--- src/rtl/spib_pkg.sv ---
// Shared types and constants for the servo instruction packet builder.
// Used by the front decoder, the command queue and the byte serializer.
package spib_pkg;

    // Command operation codes as they arrive on the input port.
    typedef enum logic [3:0] {
        OP_PING        = 4'd0,
        OP_READ_VOLT   = 4'd1,
        OP_READ_TEMP   = 4'd2,
        OP_READ_POS    = 4'd3,
        OP_READ_SPEED  = 4'd4,
        OP_LED         = 4'd5,
        OP_SET_ID      = 4'd6,
        OP_TORQUE      = 4'd7,
        OP_RETURN_LVL  = 4'd8,
        OP_MOVE        = 4'd9,
        OP_MOVE_SPEED  = 4'd10,
        OP_REG_MOVE    = 4'd11,
        OP_ACTION      = 4'd12,
        OP_RESET       = 4'd13
    } op_t;

    // Bus instruction codes.
    localparam logic [7:0] INS_PING      = 8'd1;
    localparam logic [7:0] INS_READ      = 8'd2;
    localparam logic [7:0] INS_WRITE     = 8'd3;
    localparam logic [7:0] INS_REG_WRITE = 8'd4;
    localparam logic [7:0] INS_ACTION    = 8'd5;
    localparam logic [7:0] INS_RESET     = 8'd6;

    // Control table addresses.
    localparam logic [7:0] ADDR_ID         = 8'd3;
    localparam logic [7:0] ADDR_RETURN_LVL = 8'd16;
    localparam logic [7:0] ADDR_TORQUE     = 8'd24;
    localparam logic [7:0] ADDR_LED        = 8'd25;
    localparam logic [7:0] ADDR_GOAL_POS   = 8'd30;
    localparam logic [7:0] ADDR_POS        = 8'd36;
    localparam logic [7:0] ADDR_SPEED      = 8'd38;
    localparam logic [7:0] ADDR_VOLT       = 8'd42;
    localparam logic [7:0] ADDR_TEMP       = 8'd43;

    // Fixed packet bytes.
    localparam logic [7:0] START_BYTE = 8'hFF;
    localparam logic [7:0] ALL_SERVOS = 8'd254;

    // Length field values.
    localparam logic [7:0] LEN_NONE  = 8'd2;
    localparam logic [7:0] LEN_PAIR  = 8'd4;
    localparam logic [7:0] LEN_MOVE  = 8'd5;
    localparam logic [7:0] LEN_MOVE_SPEED = 8'd7;

    // Byte positions within a packet.
    localparam int         PARAM_CNT   = 5;
    localparam int         PCOUNT_W    = 3;
    localparam int         IDX_W       = 4;
    localparam logic [3:0] IDX_START0  = 4'd0;
    localparam logic [3:0] IDX_START1  = 4'd1;
    localparam logic [3:0] IDX_ID      = 4'd2;
    localparam logic [3:0] IDX_LEN     = 4'd3;
    localparam logic [3:0] IDX_INS     = 4'd4;
    localparam logic [3:0] IDX_PARAM0  = 4'd5;
    localparam logic [3:0] IDX_PARAM1  = 4'd6;
    localparam logic [3:0] IDX_PARAM2  = 4'd7;
    localparam logic [3:0] IDX_PARAM3  = 4'd8;
    localparam logic [3:0] IDX_PARAM4  = 4'd9;

    // One classified command, ready for serialization.
    typedef struct packed {
        logic [7:0]                 id;
        logic [7:0]                 len;
        logic [7:0]                 ins;
        logic [PARAM_CNT-1:0][7:0]  params;
        logic [PCOUNT_W-1:0]        pcount;
    } desc_t;

endpackage

--- src/rtl/spib_front.sv ---
// Front end: classifies an incoming servo command into a packet descriptor.
// Depends on spib_pkg for the operation codes and the descriptor type.
module spib_front
    import spib_pkg::*;
(
    input  logic        in_valid,
    output logic        in_stall,
    input  logic [3:0]  operation,
    input  logic [7:0]  servo_id,
    input  logic [15:0] argument,
    input  logic [15:0] speed,
    input  logic        queue_full,
    output logic        push,
    output desc_t       push_desc
);

    logic [7:0] arg_lo;
    logic [7:0] arg_hi;
    logic       op_ok;

    assign arg_lo = argument[7:0];
    assign arg_hi = argument[15:8];

    // Decode the operation into header fields and parameter bytes.
    always_comb
    begin
        push_desc        = '0;
        push_desc.id     = servo_id;
        push_desc.len    = LEN_NONE;
        push_desc.ins    = INS_PING;
        op_ok            = 1'b1;
        case (op_t'(operation))
            OP_PING:
            begin
                push_desc.ins = INS_PING;
            end
            OP_READ_VOLT, OP_READ_TEMP, OP_READ_POS, OP_READ_SPEED:
            begin
                push_desc.len       = LEN_PAIR;
                push_desc.ins       = INS_READ;
                push_desc.pcount    = PCOUNT_W'(2);
                if (op_t'(operation) == OP_READ_VOLT)
                begin
                    push_desc.params[0] = ADDR_VOLT;
                    push_desc.params[1] = 8'd1;
                end
                else if (op_t'(operation) == OP_READ_TEMP)
                begin
                    push_desc.params[0] = ADDR_TEMP;
                    push_desc.params[1] = 8'd1;
                end
                else if (op_t'(operation) == OP_READ_POS)
                begin
                    push_desc.params[0] = ADDR_POS;
                    push_desc.params[1] = 8'd2;
                end
                else
                begin
                    push_desc.params[0] = ADDR_SPEED;
                    push_desc.params[1] = 8'd2;
                end
            end
            OP_LED, OP_SET_ID, OP_TORQUE, OP_RETURN_LVL:
            begin
                push_desc.len       = LEN_PAIR;
                push_desc.ins       = INS_WRITE;
                push_desc.pcount    = PCOUNT_W'(2);
                push_desc.params[1] = arg_lo;
                if (op_t'(operation) == OP_LED)
                    push_desc.params[0] = ADDR_LED;
                else if (op_t'(operation) == OP_SET_ID)
                    push_desc.params[0] = ADDR_ID;
                else if (op_t'(operation) == OP_TORQUE)
                    push_desc.params[0] = ADDR_TORQUE;
                else
                    push_desc.params[0] = ADDR_RETURN_LVL;
            end
            OP_MOVE:
            begin
                push_desc.len       = LEN_MOVE;
                push_desc.ins       = INS_WRITE;
                push_desc.pcount    = PCOUNT_W'(3);
                push_desc.params[0] = ADDR_GOAL_POS;
                push_desc.params[1] = arg_lo;
                push_desc.params[2] = arg_hi;
            end
            OP_MOVE_SPEED, OP_REG_MOVE:
            begin
                push_desc.len       = LEN_MOVE_SPEED;
                push_desc.ins       = (op_t'(operation) == OP_MOVE_SPEED) ?
                                      INS_WRITE : INS_REG_WRITE;
                push_desc.pcount    = PCOUNT_W'(5);
                push_desc.params[0] = ADDR_GOAL_POS;
                push_desc.params[1] = arg_lo;
                push_desc.params[2] = arg_hi;
                push_desc.params[3] = speed[7:0];
                push_desc.params[4] = speed[15:8];
            end
            OP_ACTION:
            begin
                push_desc.id  = ALL_SERVOS;
                push_desc.ins = INS_ACTION;
            end
            OP_RESET:
            begin
                push_desc.ins = INS_RESET;
            end
            default:
            begin
                op_ok = 1'b0;
            end
        endcase
    end

    // Unused codes are accepted and dropped; valid ones go into the queue.
    assign in_stall = queue_full;
    assign push     = in_valid && !queue_full && op_ok;

endmodule

--- src/rtl/spib_queue.sv ---
// Short descriptor queue between the command decoder and the serializer.
// Depends on spib_pkg for the descriptor type.
module spib_queue
    import spib_pkg::*;
#(
    parameter int DEPTH = 2
)
(
    input  logic  clk,
    input  logic  rst_n,
    input  logic  push,
    input  desc_t push_desc,
    output logic  full,
    input  logic  pop,
    output logic  head_valid,
    output desc_t head_desc
);

    localparam int PTR_W = $clog2(DEPTH);
    localparam int CNT_W = $clog2(DEPTH + 1);

    desc_t             entry_reg [DEPTH];
    logic [PTR_W-1:0]  wr_ptr_reg;
    logic [PTR_W-1:0]  wr_ptr_next;
    logic [PTR_W-1:0]  rd_ptr_reg;
    logic [PTR_W-1:0]  rd_ptr_next;
    logic [CNT_W-1:0]  count_reg;
    logic [CNT_W-1:0]  count_next;

    assign full       = (count_reg == CNT_W'(DEPTH));
    assign head_valid = (count_reg != '0);
    assign head_desc  = entry_reg[rd_ptr_reg];

    // Pointer wrap and occupancy.
    always_comb
    begin
        wr_ptr_next = wr_ptr_reg;
        rd_ptr_next = rd_ptr_reg;
        count_next  = count_reg;
        if (push)
            wr_ptr_next = (wr_ptr_reg == PTR_W'(DEPTH - 1)) ? '0 : wr_ptr_reg + 1'b1;
        if (pop)
            rd_ptr_next = (rd_ptr_reg == PTR_W'(DEPTH - 1)) ? '0 : rd_ptr_reg + 1'b1;
        if (push && !pop)
            count_next = count_reg + 1'b1;
        else if (pop && !push)
            count_next = count_reg - 1'b1;
    end

    always_ff @(posedge clk or negedge rst_n)
    begin
        if (!rst_n)
        begin
            wr_ptr_reg <= '0;
            rd_ptr_reg <= '0;
            count_reg  <= '0;
        end
        else
        begin
            wr_ptr_reg <= wr_ptr_next;
            rd_ptr_reg <= rd_ptr_next;
            count_reg  <= count_next;
        end
    end

    // Entry storage holds payload only and needs no reset.
    always_ff @(posedge clk)
    begin
        if (push)
            entry_reg[wr_ptr_reg] <= push_desc;
    end

    // The queue never overflows or underflows.
    a_no_overfill: assert property (@(posedge clk) disable iff (!rst_n)
        count_reg <= CNT_W'(DEPTH))
        else $error("queue holds more items than its depth");

    a_no_push_full: assert property (@(posedge clk) disable iff (!rst_n)
        push |-> !full)
        else $error("push while queue full");

    a_no_pop_empty: assert property (@(posedge clk) disable iff (!rst_n)
        pop |-> head_valid)
        else $error("pop while queue empty");

endmodule

--- src/rtl/spib_back.sv ---
// Back end: serializes the head descriptor into packet bytes with checksum.
// Depends on spib_pkg for the descriptor type and byte position constants.
module spib_back
    import spib_pkg::*;
(
    input  logic       clk,
    input  logic       rst_n,
    input  logic       head_valid,
    input  desc_t      head_desc,
    output logic       pop,
    output logic       out_valid,
    input  logic       out_stall,
    output logic [7:0] packet_byte,
    output logic       last_byte
);

    logic [IDX_W-1:0] idx_reg;
    logic [IDX_W-1:0] idx_next;
    logic [7:0]       sum_reg;
    logic [7:0]       sum_next;
    logic             out_valid_reg;
    logic             out_valid_next;
    logic [7:0]       byte_reg;
    logic             last_reg;
    logic [IDX_W-1:0] last_idx;
    logic             is_last;
    logic             summed;
    logic             load;
    logic [7:0]       cur_byte;

    // The checksum follows the header and the parameter bytes.
    assign last_idx = IDX_PARAM0 + IDX_W'(head_desc.pcount);
    assign is_last  = (idx_reg == last_idx);
    assign summed   = (idx_reg >= IDX_ID) && !is_last;
    assign load     = head_valid && (!out_valid_reg || !out_stall);
    assign pop      = load && is_last;

    // Select the byte at the current position.
    always_comb
    begin
        if (is_last)
            cur_byte = ~sum_reg;
        else
        begin
            case (idx_reg)
                IDX_START0: cur_byte = START_BYTE;
                IDX_START1: cur_byte = START_BYTE;
                IDX_ID:     cur_byte = head_desc.id;
                IDX_LEN:    cur_byte = head_desc.len;
                IDX_INS:    cur_byte = head_desc.ins;
                IDX_PARAM0: cur_byte = head_desc.params[0];
                IDX_PARAM1: cur_byte = head_desc.params[1];
                IDX_PARAM2: cur_byte = head_desc.params[2];
                IDX_PARAM3: cur_byte = head_desc.params[3];
                IDX_PARAM4: cur_byte = head_desc.params[4];
                default:    cur_byte = START_BYTE;
            endcase
        end
    end

    // Position, running sum and output valid.
    always_comb
    begin
        idx_next       = idx_reg;
        sum_next       = sum_reg;
        out_valid_next = out_valid_reg;
        if (load)
        begin
            out_valid_next = 1'b1;
            if (is_last)
            begin
                idx_next = '0;
                sum_next = '0;
            end
            else
            begin
                idx_next = idx_reg + 1'b1;
                if (summed)
                    sum_next = sum_reg + cur_byte;
            end
        end
        else if (!out_stall)
            out_valid_next = 1'b0;
    end

    always_ff @(posedge clk or negedge rst_n)
    begin
        if (!rst_n)
        begin
            idx_reg       <= '0;
            sum_reg       <= '0;
            out_valid_reg <= 1'b0;
        end
        else
        begin
            idx_reg       <= idx_next;
            sum_reg       <= sum_next;
            out_valid_reg <= out_valid_next;
        end
    end

    // Output payload register.
    always_ff @(posedge clk)
    begin
        if (load)
        begin
            byte_reg <= cur_byte;
            last_reg <= is_last;
        end
    end

    assign out_valid   = out_valid_reg;
    assign packet_byte = byte_reg;
    assign last_byte   = last_reg;

    // The position stays within the packet of the item being sent.
    a_idx_in_packet: assert property (@(posedge clk) disable iff (!rst_n)
        head_valid |-> (idx_reg <= last_idx))
        else $error("byte position beyond the end of the packet");

    a_idx_idle_zero: assert property (@(posedge clk) disable iff (!rst_n)
        !head_valid |-> (idx_reg == '0 && sum_reg == '0))
        else $error("serializer not at packet start while idle");

    // A stalled output item stays offered and unchanged.
    a_out_hold: assert property (@(posedge clk) disable iff (!rst_n)
        (out_valid && out_stall) |=>
            (out_valid && $stable(packet_byte) && $stable(last_byte)))
        else $error("output item changed while stalled");

endmodule

--- src/rtl/servo_instruction_packet_builder_core.sv ---
// Top level of the servo instruction packet builder.
// Depends on spib_pkg, spib_front, spib_queue and spib_back.
//
// Each accepted command produces one complete instruction packet on the
// output channel, one byte per item, with last_byte set on the checksum.
// Packets are 6 bytes (ping, action, reset), 8 bytes (reads and byte
// writes), 9 bytes (move) or 11 bytes (move with speed), and the block
// delivers one byte per cycle while the output is not stalled;
// consecutive queued packets follow with no gap. The rate is set by the
// back-end serializer, which walks the packet one byte position a cycle
// into its output register. Commands are decoded as they arrive and wait
// in a queue of QUEUE_DEPTH entries, so the input takes a new command in
// the next cycle until the queue fills. Operation codes 14 and 15 are
// accepted and produce no bytes. The first byte of a packet passes
// through the queue entry and then the serializer output register.
module servo_instruction_packet_builder_core
    import spib_pkg::*;
#(
    parameter int QUEUE_DEPTH = 2
)
(
    input  logic        clk,
    input  logic        rst_n,
    input  logic        in_valid,
    output logic        in_stall,
    input  logic [3:0]  operation,
    input  logic [7:0]  servo_id,
    input  logic [15:0] argument,
    input  logic [15:0] speed,
    output logic        out_valid,
    input  logic        out_stall,
    output logic [7:0]  packet_byte,
    output logic        last_byte
);

    logic  push;
    desc_t push_desc;
    logic  queue_full;
    logic  pop;
    logic  head_valid;
    desc_t head_desc;

    // Command decode.
    spib_front u_front (
        .in_valid   (in_valid),
        .in_stall   (in_stall),
        .operation  (operation),
        .servo_id   (servo_id),
        .argument   (argument),
        .speed      (speed),
        .queue_full (queue_full),
        .push       (push),
        .push_desc  (push_desc)
    );

    // Descriptor queue.
    spib_queue #(
        .DEPTH (QUEUE_DEPTH)
    ) u_queue (
        .clk        (clk),
        .rst_n      (rst_n),
        .push       (push),
        .push_desc  (push_desc),
        .full       (queue_full),
        .pop        (pop),
        .head_valid (head_valid),
        .head_desc  (head_desc)
    );

    // Byte serializer.
    spib_back u_back (
        .clk         (clk),
        .rst_n       (rst_n),
        .head_valid  (head_valid),
        .head_desc   (head_desc),
        .pop         (pop),
        .out_valid   (out_valid),
        .out_stall   (out_stall),
        .packet_byte (packet_byte),
        .last_byte   (last_byte)
    );

endmodule

--- config.mk ---
export PLATFORM = sky130hd
export DESIGN_NAME = servo_instruction_packet_builder_core
export DESIGN_NICKNAME = d
export VERILOG_FILES = /design/src/rtl/spib_pkg.sv /design/src/rtl/spib_front.sv /design/src/rtl/spib_queue.sv /design/src/rtl/spib_back.sv /design/src/rtl/servo_instruction_packet_builder_core.sv
export SDC_FILE = /design/constraint.sdc
export NUM_CORES = 1
export LEC_CHECK = 0
export BUFFER_PORTS_ARGS = -buffer_cell sky130_fd_sc_hd__clkbuf_2
export CAP_MARGIN = 20
export CORE_ASPECT_RATIO = 1.25
export CORE_MARGIN = 10
export CORE_UTILIZATION = 54
export CTS_CLUSTER_DIAMETER = 40
export DETAILED_ROUTE_END_ITERATION = 10
export PLACE_DENSITY = 0.76
export SKIP_LAST_GASP = 1
export SLEW_MARGIN = 20
export SYNTH_ARGS = -nofsm -noshare
export SYNTH_HDL_FRONTEND = slang
export SYNTH_SLANG_ARGS = --single-unit
--- constraint.sdc ---
create_clock -name clk -period 4.15 [get_ports clk]
set_input_delay 0.83 -clock clk [delete_from_list [all_inputs] [get_ports clk]]
set_output_delay 0.83 -clock clk [all_outputs]
set_load 0.02 [all_outputs]
Yosys cells after proc, flatten, opt, wreduce, memory -nomap -nowiden

Memories as Yosys holds them, arrays and structs flattened.
Index checks and enable logic that the tools add are counted.

Memories kept: 1
Output and inout bits: 11
Word-level logic and storage cells: 95
Register bits after elaboration: 26
RAM bits: 124
Bits of input ports: 48

Memory list:

| memory            | depth | bits a word | rd ports | clocked after memory_dff | write ports | line             | RTL |
|---|---|---|---|---|---|---|---|
| u_queue.entry_reg | 2     | 62          | 1        | 0                        | 1           | spib_queue.sv:22 | `desc_t entry_reg [DEPTH];` |

Bitwise logic cells: 1
Multiplexer cells: 27
Equal/unequal tests: 24
Add/subtract/negate cells: 7
Reduce and logical (&&, ||, !) cells: 26
Magnitude comparators: 1

Operators with widths:

| operator              | count |
|---|---|
| $pmux W19 S4          | 1 |
| $pmux W8 S8           | 1 |
| $mux W8               | 6 |
| $pmux W8 S5           | 1 |
| $eq A4 B3 Y1 const B  | 8 |
| $eq A4 B4 Y1 const B  | 8 |
| $mux W16              | 2 |
| $eq A4 B2 Y1 const B  | 4 |
| $reduce_or A14 Y1     | 1 |
| $mux W10              | 1 |
| $pmux W3 S3           | 1 |
| $add A8 B8 Y8         | 1 |
| $mux W4               | 2 |
| $not A8 Y8            | 1 |
| $reduce_or A4 Y1      | 2 |
| $reduce_or A8 Y1      | 1 |
| $logic_and A1 B1 Y1   | 7 |
| $mux W1               | 7 |
| $logic_not A1 Y1      | 6 |
| $mux W2               | 3 |
| $reduce_bool A2 Y1    | 3 |
| $mux W5               | 1 |
| $reduce_or A5 Y1      | 1 |
| $add A3 B3 Y4 const A | 1 |
| other kinds (15)      | 16 |

Longest topological paths before layout

Gate-level depths: netlist of run 1.

Depth in word-level cells: 8
Gate-level depth with buffers: 22
Mapped depth without buffers: 17

By module

Synthesis of run 1 repeated with hierarchy kept, for this count alone.

Cells, all modules: 524
Area total of the unflattened synthesis: 7612.3 µm²

By module, submodules not included:

| module     | seq. area each (µm²) | times used | cells each | area each (µm²) |
|---|---|---|---|---|
| spib_queue | 4124.0               | 1          | 225        | 5114.9 |
| spib_back  | 595.6                | 1          | 193        | 1809.2 |
| spib_front | 0.0                  | 1          | 106        | 688.2 |

Worst setup path before layout of run 1

Ideal clock, no wire load.

Path kind: reg2reg
Start point: register u_queue.rd_ptr_reg
End point: register u_back.sum_reg[6]
Path slack: 40 ps
Stages on the path, launching flop included: 23
Library setup time: 122 ps
Arrival time: 3989 ps
Path buffers: 5
Period minus slack after synthesis: 4110 ps
Required time: 4028 ps
Cells stage by stage: dfrtp_1 -> buf_6 -> buf_6 -> buf_2 -> mux2_2 -> ha_1 -> xnor2_1 -> nand3_1 -> o41ai_2 -> and3_1 -> buf_6 -> buf_6 -> nor3_1 -> a21oi_1 -> ha_1 -> inv_1 -> fa_1 -> nor2b_1 -> o21ai_1 -> a21boi_0 -> o21a_1 -> o21ai_0 -> a32o_1

Cells in the longest elaborated chain, start to end: 7
Elaborated cells on any way between the ends: 12
Classes of those cells: add/sub (2); eq/ne (1); mux (4); reduce/logical (4); memory (1)

RTL lines:

| element                  | line             | RTL |
|---|---|---|
| start: declaration       | spib_queue.sv:25 | `logic [PTR_W-1:0] rd_ptr_reg;` |
| start signal: assignment | spib_queue.sv:61 | `rd_ptr_reg <= rd_ptr_next;` |
| $mem_v2 Z2 W62 *         | n/a              |  |
| $add A3 B3 Y4            | spib_back.sv:32  | `assign last_idx = IDX_PARAM0 + IDX_W'(head_desc.pcount);` |
| $eq A4 B4 Y1             | spib_back.sv:33  | `assign is_last = (idx_reg == last_idx);` |
| $mux W8 *                | spib_back.sv:41  | `if (is_last)` |
| net u_back.cur_byte[0]   | spib_back.sv:29  | `logic [7:0] cur_byte;` |
| $add A8 B8 Y8 *          | spib_back.sv:79  | `sum_next = sum_reg + cur_byte;` |
| $mux W8 *                | spib_back.sv:78  | `if (summed)` |
| $mux W8 *                | spib_back.sv:70  | `if (is_last)` |
| end signal: assignment   | spib_back.sv:97  | `sum_reg <= sum_next;` |
| end: declaration         | spib_back.sv:19  | `logic [7:0] sum_reg;` |

The timed path passes the listed nets; every way through them passes the cells marked *. The select of a mux whose other input is x is not followed.
A chain may end at the register's enable or synchronous reset.

Worst setup path after layout of run 1

Start point: register u_queue.rd_ptr_reg
End point: register u_back.sum_reg[7]

The elaborated chain is that of the path after synthesis.

==> results.json, run 1 <==
{
  "cts_root_buf": "clkbuf_16",
  "routedWlPerCell_microns": 19.4,
  "gr-usage-met1_pct": 18.8,
  "routabilityCongestion": 0.882,
  "final_cell_mix": "edfxtp_1, clkbuf_2, mux2i_1",
  "crit_family": "compound AO/OA/AOI/OAI gates",
  "portBuffers": 58,
  "largest_reg_flops": 110,
  "core-area_sq_mm": 0.0116,
  "critPathMaxFanout": 26,
  "final_common_cell": "edfxtp_1",
  "crit_required_ns": 4.46,
  "drtIter0Drc": 355,
  "ys_ff_latch": 136,
  "worstSetupStartpointType": "flop",
  "drc_errors": 0,
  "rrSetupSlack_ns": 0.27,
  "ios": 59,
  "clock_latency_ns": 0.42,
  "crit_path_max_incr_delay_ns": 0.50,
  "worst_pin_slew_ns": 0.993,
  "status": "complete, no violations",
  "endpoint": "u_back.sum_reg[7]$_DFFE_PN0P_",
  "clkSlewWorstSetupHoldPaths_ns": 0.06,
  "fillerInstances": 880,
  "viasPerCell": 5.78,
  "synth_top_flop_cell": "edfxtp_1",
  "cts_made_buffers": 17,
  "grt_pass1_wl_mm": 22.2,
  "detailed_place_hpwl_mm": 9.45,
  "antenna-diode-count": 0,
  "finalSetupTns_ns": 0,
  "synth_seq_area_share_pct": 62.4,
  "worstPathArrival_ns": 4.18,
  "drive_gt1_share_pct": 23.6,
  "pre_cts_slack_ns": 0.168,
  "placed_cell_area_sq_mm": 0.00685,
  "top_usage_layer": "met2",
  "finalCriticalPeriod_ns": 3.88,
  "timing.rr.start": "u_queue.rd_ptr_reg$_DFFE_PN0P_",
  "leakage_nw": 2.93,
  "seq_area_sq_mm": 0.00400,
  "post-route-cell-area_sq_mm": 0.00744,
  "gr-total-overflow": 0,
  "cts_tree": "done",
  "ys_warn_count": 0,
  "ir_drop_v": 0.000342,
  "grt_pass1_vias": 4345,
  "grt_max_degree": 56,
  "cts.htree.levels": 4,
  "post_synth.cell_area_avg_sq_um": 13.7,
  "p_per_area_mw_per_mm2": 819,
  "met2_usage_pct": 29.7,
  "slew_headroom_pct": 33.1,
  "rows": 44,
  "ys_types": 61,
  "place_inst": 679,
  "synth-edff-count": 119,
  "cp-end-kind": "flop",
  "synthToLayoutAreaGrowth_pct": 16.2,
  "hold_path_class": "in2async",
  "drt-pass1-iter-count": 5,
  "fin_skew_ns": 0.00753,
  "clk_path_buf_depth": 2,
  "die_h_microns": 142,
  "clock.fmax_mhz": 258,
  "multiInputGateArea_sq_mm": 0.00223,
  "worst-path-buf-inv": 2,
  "fin_nets": 599,
  "grt_use_total_pct": 16.8,
  "vias": 4112,
  "finalHoldViolCount": 0,
  "synthArstFlopShare_pct": 12.5,
  "timing.final.ws_setup_ns": 0.275,
  "crit_chain": "buf_4 > buf_6 > mux2i_1 > o22a_1 > o221ai_1 > or4_1 > o21a_1 > ha_1 > a211oi_1 > nor2_1 > o22ai_1 > o211a_1 > o31ai_2 > o2bb2ai_1",
  "cts_sinks": 136,
  "slew_violations": 0,
  "crit_type": "reg2reg",
  "cp_slowest_cell": "or4_1",
  "reg2regPathDepth": 14,
  "dieArea_sq_mm": 0.0166,
  "postRouteWirelength_mm": 13.8,
  "layout.cells.non_filler": 711,
  "start_util_pct": 55.2,
  "antenna_found_initial": 0,
  "synth_cells": 469,
  "maxCapViolCount": 0,
  "cts_hold_buf": 0,
  "finalPower_mw": 6.10,
  "critPathLaunch": "u_queue.rd_ptr_reg$_DFFE_PN0P_",
  "met3_usage_pct": 4.57,
  "die_w_microns": 117,
  "netlist_area_sq_mm": 0.00641,
  "detail-route-antenna-nets": 0,
  "synth_fp_nets": 531,
  "setup_viol": 0,
  "r2r_end": "u_back.sum_reg[7]$_DFFE_PN0P_",
  "finalCritPeriodShare_pct": 93.4,
  "cp.depth": 14
}
[power breakdown]
part	switching (mW)	internal [mW]	total (mW)
clock network	0.601	0.897	1.50
registers	0.178	1.93	2.11
logic	1.46	1.03	2.49
[routing by layer]
metal,part of all wire [%],vias up,routed length [microns]
met4,2.1,0,286
met3,4.5,29,618
met2,52,127,7230
met5,0,-,0
li1,-,1917,-
met1,41,2039,5660
[through the flow]
| step | hold slack (ns) | util [%] |
|---|---|---|
| after floorplan | 0.460 | - |
| after global placement | 0.487 | 59.0 |
| after detailed placement | 0.496 | 59.0 |
| after CTS | 0.369 | 64.1 |
| after global routing | 0.383 | 64.1 |
| final | 0.353 | 64.1 |
[kinds of logic after synthesis]
logic type               synth area share, %
multiplexers                            8.49
XOR/XNOR                                1.48
AND/OR/NAND/NOR                         12.0
AO/OA/AOI/OAI                           9.90
adder cells (fa/ha/maj)                 2.85
flip-flops                              62.4
buffers and inverters                   2.89
[worst register-to-register path: stages, from the launching register on]
cell and delay, ns:
dfrtp_2 0.39, buf_4 0.24, buf_6 0.33, mux2i_1 0.29, o22a_1 0.17, o221ai_1 0.14
or4_1 0.50, o21a_1 0.25, ha_1 0.30, a211oi_1 0.32, nor2_1 0.12, o22ai_1 0.29
o211a_1 0.24, o31ai_2 0.06, o2bb2ai_1 0.12
[what timing repair did]
action                     4_1_cts  5_1_grt
gates resized for setup          0        1
setup endpoints to repair        0        1
buffers inserted                 0        0
hold endpoints to repair         0        0
[worst min-delay path by stage]
stage                                          end  slack, ns  cells after the start
floorplan           u_queue.wr_ptr_reg$_DFFE_PN0P_       0.46                      1
global placement     u_back.sum_reg[7]$_DFFE_PN0P_       0.49                      1
detailed placement    u_back.out_valid$_DFFE_PN0P_       0.50                      2
CTS                  u_back.sum_reg[3]$_DFFE_PN0P_       0.37                      1
global route         u_back.sum_reg[3]$_DFFE_PN0P_       0.38                      1
finish               u_back.sum_reg[3]$_DFFE_PN0P_       0.35                      1
[Yosys cell counts, types with 4 or more instances]
master / instances / area, sq um
ha_1: 13 / 163
or4_1: 7 / 52.6
xnor2_1: 7 / 61.3
o21ai_0: 15 / 75.1
nor2_1: 25 / 93.8
dfrtp_1: 17 / 425
o22ai_1: 24 / 150
clkbuf_1: 5 / 18.8
buf_4: 4 / 30.0
nand3_1: 5 / 25.0
nand2_1: 24 / 90.1
buf_2: 4 / 20.0
a21oi_1: 15 / 75.1
edfxtp_1: 119 / 3570
inv_1: 15 / 56.3
a22o_1: 6 / 52.6
or2_2: 9 / 56.3
buf_6: 5 / 56.3
nor3_1: 6 / 30.0
and2_1: 31 / 194
mux2i_1: 51 / 510
[final cells by class]
cell class | instances | share of cell area (%)
well taps | 161 | 2.71
flip-flops and latches | 136 | 53.7
inverters | 16 | 0.807
clock buffers | 17 | 5.71
multi-input cells | 299 | 30.0
repair buffers | 67 | 4.86
clock inverters | 15 | 2.20
Power figures use the tool's default switching activity.
==> run 2: changes to the inputs <==
CORE_UTILIZATION = 55   (was 54)
PLACE_DENSITY = 0.77   (was 0.76)
SYNTH_HIERARCHICAL = 1   (was default)
==> results.json, run 2 <==
{
  "status": "complete, no violations",
  "p_per_area_mw_per_mm2": 797,
  "cts_made_buffers": 17,
  "detail-route-antenna-nets": 0,
  "finalCritPeriodShare_pct": 95.1,
  "crit_required_ns": 4.45,
  "finalSetupTns_ns": 0,
  "synth-edff-count": 143,
  "rows": 48,
  "worst_pin_slew_ns": 0.776,
  "cts.htree.levels": 4,
  "fillerInstances": 1000,
  "detailed_place_hpwl_mm": 10.7,
  "worstSetupStartpointType": "flop",
  "viasPerCell": 5.90,
  "crit_chain": "inv_1 > ha_1 > a222oi_1 > a311oi_1 > a2111oi_0 > buf_4 > a21oi_1 > ha_1 > o21ai_0 > a21boi_1 > o21a_1 > or3_1 > a32o_1",
  "critPathMaxFanout": 10,
  "synth.most_common_cell": "edfxtp_1",
  "clk_path_buf_depth": 2,
  "grt_pass1_vias": 4795,
  "hold_path_class": "in2async",
  "synth_cells": 524,
  "crit_type": "reg2reg",
  "routabilityCongestion": 0.886,
  "synthArstFlopShare_pct": 10.6,
  "cp_common_cell": "ha_1",
  "synth_seq_area_share_pct": 62.0,
  "dieArea_sq_mm": 0.0190,
  "ys_types": 64,
  "cts_root_buf": "clkbuf_16",
  "slew_violations": 0,
  "finalHoldViolCount": 0,
  "leakage_nw": 3.38,
  "setup_viol": 0,
  "crit_path_max_incr_delay_ns": 0.52,
  "start_util_pct": 55.6,
  "worstPathArrival_ns": 4.25,
  "cts_resized": 0,
  "synth_top_flop_cell": "edfxtp_1",
  "grt_use_total_pct": 16.6,
  "drc_errors": 0,
  "maxCapViolCount": 0,
  "ios": 59,
  "cp_slowest_cell": "a2111oi_0",
  "ys_ff_latch": 160,
  "drive_gt1_share_pct": 32.1,
  "drtIter0Drc": 447,
  "clkSlewWorstSetupHoldPaths_ns": 0.06,
  "fin_nets": 650,
  "ys_top_cells_by_count": "edfxtp_1, mux2_2, and3_1, mux2_4, nand2_1",
  "rsz0062_at_grt": "false",
  "synth_top_area_cell": "edfxtp_1",
  "antenna_found_initial": 0,
  "cts_sinks": 160,
  "portBuffers": 58,
  "slew_headroom_pct": 47.9,
  "netlist_area_sq_mm": 0.00761,
  "grt_max_degree": 68,
  "final_common_cell": "edfxtp_1",
  "drt-pass1-iter-count": 5,
  "postRouteWirelength_mm": 15.7,
  "grt_pass1_wl_mm": 24.9,
  "cts_hold_buf": 0,
  "ys_warn_count": 6,
  "largest_reg_flops": 134,
  "finalPower_mw": 6.93,
  "synth_top_area_share_pct": 56.4,
  "cp-end-kind": "flop",
  "finalCriticalPeriod_ns": 3.95,
  "routedWlPerCell_microns": 20.2,
  "crit_family": "compound AO/OA/AOI/OAI gates",
  "die_h_microns": 152,
  "die_w_microns": 125,
  "ir_drop_v": 0.000414,
  "gr-total-overflow": 0,
  "cts_tree": "done",
  "fin_skew_ns": 0.00619,
  "synthToLayoutAreaGrowth_pct": 14.2,
  "clock_latency_ns": 0.42,
  "core-area_sq_mm": 0.0137,
  "clock.fmax_mhz": 253,
  "post_synth.cell_area_avg_sq_um": 14.5,
  "final_cell_mix": "edfxtp_1, clkbuf_2, mux2_2",
  "vias": 4581,
  "whs_ns": 0.348,
  "rrSetupSlack_ns": 0.20,
  "synth_area_leaders": "edfxtp_1, mux2_2, dfrtp_1, mux2_4, ha_1",
  "worst-path-buf-inv": 2,
  "postCtsSetupRepairBufs": 0,
  "antenna-diode-count": 0
}
-- run 2: cell types whose count changed in the layout (fill, tap and decap cells not counted), sizes merged, moves of 22 or more --
cell,change
and3,+22
edfxtp,+24
and2,-22
mux2i,-46
mux2,+65
o22ai,-22
-- run 2: final timing paths --
check / cells after the start / endpoint / startpoint
worst max-delay path: 13 / u_back/sum_reg[6]$_DFFE_PN0P_ / u_back/idx_reg[1]$_DFFE_PN0P_
worst min-delay path: 1 / u_back/sum_reg[7]$_DFFE_PN0P_ / rst_n
worst max register to register: 13 / u_back/sum_reg[6]$_DFFE_PN0P_ / u_back/idx_reg[1]$_DFFE_PN0P_
worst min register to register: 1 / u_queue/count_reg[1]$_DFFE_PN0P_ / u_queue/count_reg[1]$_DFFE_PN0P_
max in group asynchronous: 1 / u_queue/rd_ptr_reg$_DFFE_PN0P_ / rst_n
min in group clk: 1 / u_queue/count_reg[1]$_DFFE_PN0P_ / u_queue/count_reg[1]$_DFFE_PN0P_
-- run 2: cell families (layout without fill, tap and decap cells) --
| group | count (synthesis) | after routing | synth area share (%) |
|---|---|---|---|
| DFF | 160 | 160 | 62.0 |
| and+or+nand+nor | 107 | 107 | 8.05 |
| AOI/OAI and AO/OA | 98 | 98 | 9.63 |
| muxes | 73 | 73 | 11.7 |
| buffers and inverters | 58 | 124 | 4.57 |
| adders and majority gates | 14 | 14 | 2.40 |
| xor gates and xnor gates | 13 | 13 | 1.59 |
| other | 1 | 12 | 0.0493 |
-- run 2: worst reg2reg max path: stages, from the launching register on --
cell,delay [ns]
dfrtp_1,0.47
inv_1,0.14
ha_1,0.36
a222oi_1,0.49
a311oi_1,0.25
a2111oi_0,0.52
buf_4,0.20
a21oi_1,0.05
ha_1,0.34
o21ai_0,0.14
a21boi_1,0.13
o21a_1,0.19
or3_1,0.31
a32o_1,0.25
-- run 2: power breakdown --
group          internal [mW]  switching, mW  total (mW)  leakage [nW]
registers               2.25          0.193        2.44          1.56
clock network           1.01          0.610        1.62         0.299
logic                   1.26           1.61        2.87          1.52
total                   4.52           2.42        6.93          3.38
-- run 2: final cells by class --
class | instances | area (sq um) | area share [%]
clock buffer | 19 | 433 | 4.98
clock inverter | 13 | 185 | 2.13
inverter | 14 | 52.6 | 0.605
multi-input combinational | 317 | 2600 | 30.0
sequential | 160 | 4720 | 54.3
tap | 175 | 219 | 2.52
timing repair buffer | 78 | 478 | 5.50
-- run 2: per-layer routing --
metal	wire length, microns	vias up	global-route usage (%)
li1	-	2116	-
met1	6470	2246	20.0
met2	7810	191	27.5
met3	872	28	3.24
met4	539	0	9.17
met5	0	-	0
-- run 2: through the flow --
step                      worst slack [ns]  instance area [sq um]  utilization [%]  instances
after floorplan                      0.172                   7660                -        535
after global placement               0.341                   8070             58.9        744
after detailed placement             0.219                   8070             58.9        744
after CTS                            0.197                   8680             63.4        776
after global routing                0.0257                   8690             63.5        776
final                                0.202                   8690             63.5        776
==> run 3: changes to the inputs <==
MAX_ROUTING_LAYER = met4   (was default)
==> results.json, run 3 (synthesis gave the netlist of run 2 again) <==
{
  "fin_nets": 651,
  "finalCritPeriodShare_pct": 94.9,
  "cts_hold_buf": 0,
  "grt_max_degree": 68,
  "grt_pass1_vias": 4615,
  "rrSetupSlack_ns": 0.21,
  "setup_viol": 0,
  "largest_reg_flops": 134,
  "ir_drop_v": 0.000434,
  "grt_use_total_pct": 17.2,
  "drtIter0Drc": 443,
  "die_w_microns": 125,
  "dieArea_sq_mm": 0.0190,
  "final_common_cell": "edfxtp_1",
  "synthToLayoutAreaGrowth_pct": 14.3,
  "clkSlewWorstSetupHoldPaths_ns": 0.06,
  "ios": 59,
  "finalHoldViolCount": 0,
  "finalPower_mw": 6.93,
  "drt-pass1-iter-count": 6,
  "clock_latency_ns": 0.43,
  "vias": 4533,
  "routedWlPerCell_microns": 20.0,
  "hold_path_class": "in2async",
  "reg2regPathDepth": 15,
  "leakage_nw": 3.37,
  "cts_sinks": 160,
  "final_cell_mix": "edfxtp_1, clkbuf_2, mux2_2",
  "crit_required_ns": 4.46,
  "maxCapViolCount": 0,
  "timing.rr.start": "u_back/idx_reg[1]$_DFFE_PN0P_",
  "antenna_found_initial": 0,
  "post-route-cell-area_sq_mm": 0.00870,
  "cts_root_buf": "clkbuf_16",
  "cts.htree.levels": 4,
  "cts_made_buffers": 17,
  "status": "complete, no violations",
  "rsz0062_at_grt": "true",
  "finalCriticalPeriod_ns": 3.94,
  "drive_gt1_share_pct": 32.6,
  "rows": 48,
  "met3_usage_pct": 3.93,
  "worst_pin_slew_ns": 0.792,
  "routabilityCongestion": 0.860,
  "cp-end-kind": "flop",
  "met2_usage_pct": 27.8,
  "start_util_pct": 55.6,
  "placed_cell_area_sq_mm": 0.00809,
  "drc_errors": 0,
  "gr-total-overflow": 0,
  "antenna-diode-count": 0,
  "fin_skew_ns": 0.00643,
  "portBuffers": 58,
  "critPathMaxFanout": 10,
  "viasPerCell": 5.84,
  "clk_path_buf_depth": 2,
  "cts_tree": "done",
  "slew_headroom_pct": 46.9,
  "crit_type": "reg2reg",
  "gr-usage-met1_pct": 20.3,
  "top_usage_layer": "met2",
  "worstPathArrival_ns": 4.25,
  "postCtsSetupRepairBufs": 0,
  "detail-route-antenna-nets": 0,
  "clock.fmax_mhz": 254,
  "postRouteWirelength_mm": 15.5,
  "r2r_end": "u_back/sum_reg[6]$_DFFE_PN0P_",
  "detailed_place_hpwl_mm": 10.9,
  "grt_pass1_wl_mm": 24.7,
  "slew_violations": 0,
  "core-area_sq_mm": 0.0137,
  "worstSetupStartpointType": "flop",
  "p_per_area_mw_per_mm2": 796,
  "die_h_microns": 152
}
run 3: report_power, final:
part           internal (mW)  leakage [nW]  switching, mW
registers               2.25          1.56          0.188
clock network          0.953         0.289          0.636
logic                   1.28          1.53           1.62
total                   4.48          3.37           2.45
run 3: how the worst max path moves through the flow:
| stage | startpoint | to | slack, ns |
|---|---|---|---|
| floorplan | u_queue/rd_ptr_reg$_DFFE_PN0P_ | u_back/sum_reg[6]$_DFFE_PN0P_ | 0.17 |
| global placement | u_queue/rd_ptr_reg$_DFFE_PN0P_ | u_back/sum_reg[7]$_DFFE_PN0P_ | 0.31 |
| detailed placement | u_queue/rd_ptr_reg$_DFFE_PN0P_ | u_back/sum_reg[7]$_DFFE_PN0P_ | 0.26 |
| CTS | u_queue/rd_ptr_reg$_DFFE_PN0P_ | u_back/sum_reg[7]$_DFFE_PN0P_ | 0.24 |
| global route | u_back/idx_reg[1]$_DFFE_PN0P_ | u_back/sum_reg[6]$_DFFE_PN0P_ | -0.006 |
| finish | u_back/idx_reg[1]$_DFFE_PN0P_ | u_back/sum_reg[6]$_DFFE_PN0P_ | 0.21 |
run 3: area by class of cell:
class	count	area (sq um)
Multi-Input combinational cell	317	2610
Clock inverter	14	181
Sequential cell	160	4720
Clock buffer	17	425
Timing Repair Buffer	79	498
Fill cell	1029	4990
Inverter	14	52.6
Tap cell	175	219
run 3: per-layer routing:
metal  wire [microns]  part of all wire, %
met1             6550                   42
met2             7810                   50
met3              738                  4.8
met4              389                  2.5
met5                0                    0
run 3: critical path: stages (launching register included):
cell	delay, ns
dfrtp_1	0.48
inv_1	0.13
ha_1	0.32
a222oi_1	0.41
a311oi_1	0.18
a2111oi_0	0.52
a21oi_1	0.12
ha_1	0.23
inv_1	0.07
fa_1	0.20
nor2b_1	0.05
o21ai_0	0.19
a21boi_0	0.15
o21a_1	0.20
or3_1	0.30
a32o_1	0.25
run 3: what timing repair did:
action | in CTS | in global routing
setup endpoints to repair | 0 | 2
endpoints found under the hold margin | 0 | 0
resized for setup | 0 | 3
run 3: through the flow:
stage | cells | util, % | hold WS (ns) | TNS (ns) | setup slack [ns]
global route | 776 | 63.6 | 0.377 | -0.00552 | -0.00552
detailed placement | 745 | 59.0 | 0.498 | 0 | 0.260
floorplan | 535 | - | 0.447 | 0 | 0.172
CTS | 776 | 63.5 | 0.360 | 0 | 0.241
global placement | 745 | 59.0 | 0.463 | 0 | 0.305
finish | 776 | 63.6 | 0.367 | 0 | 0.212
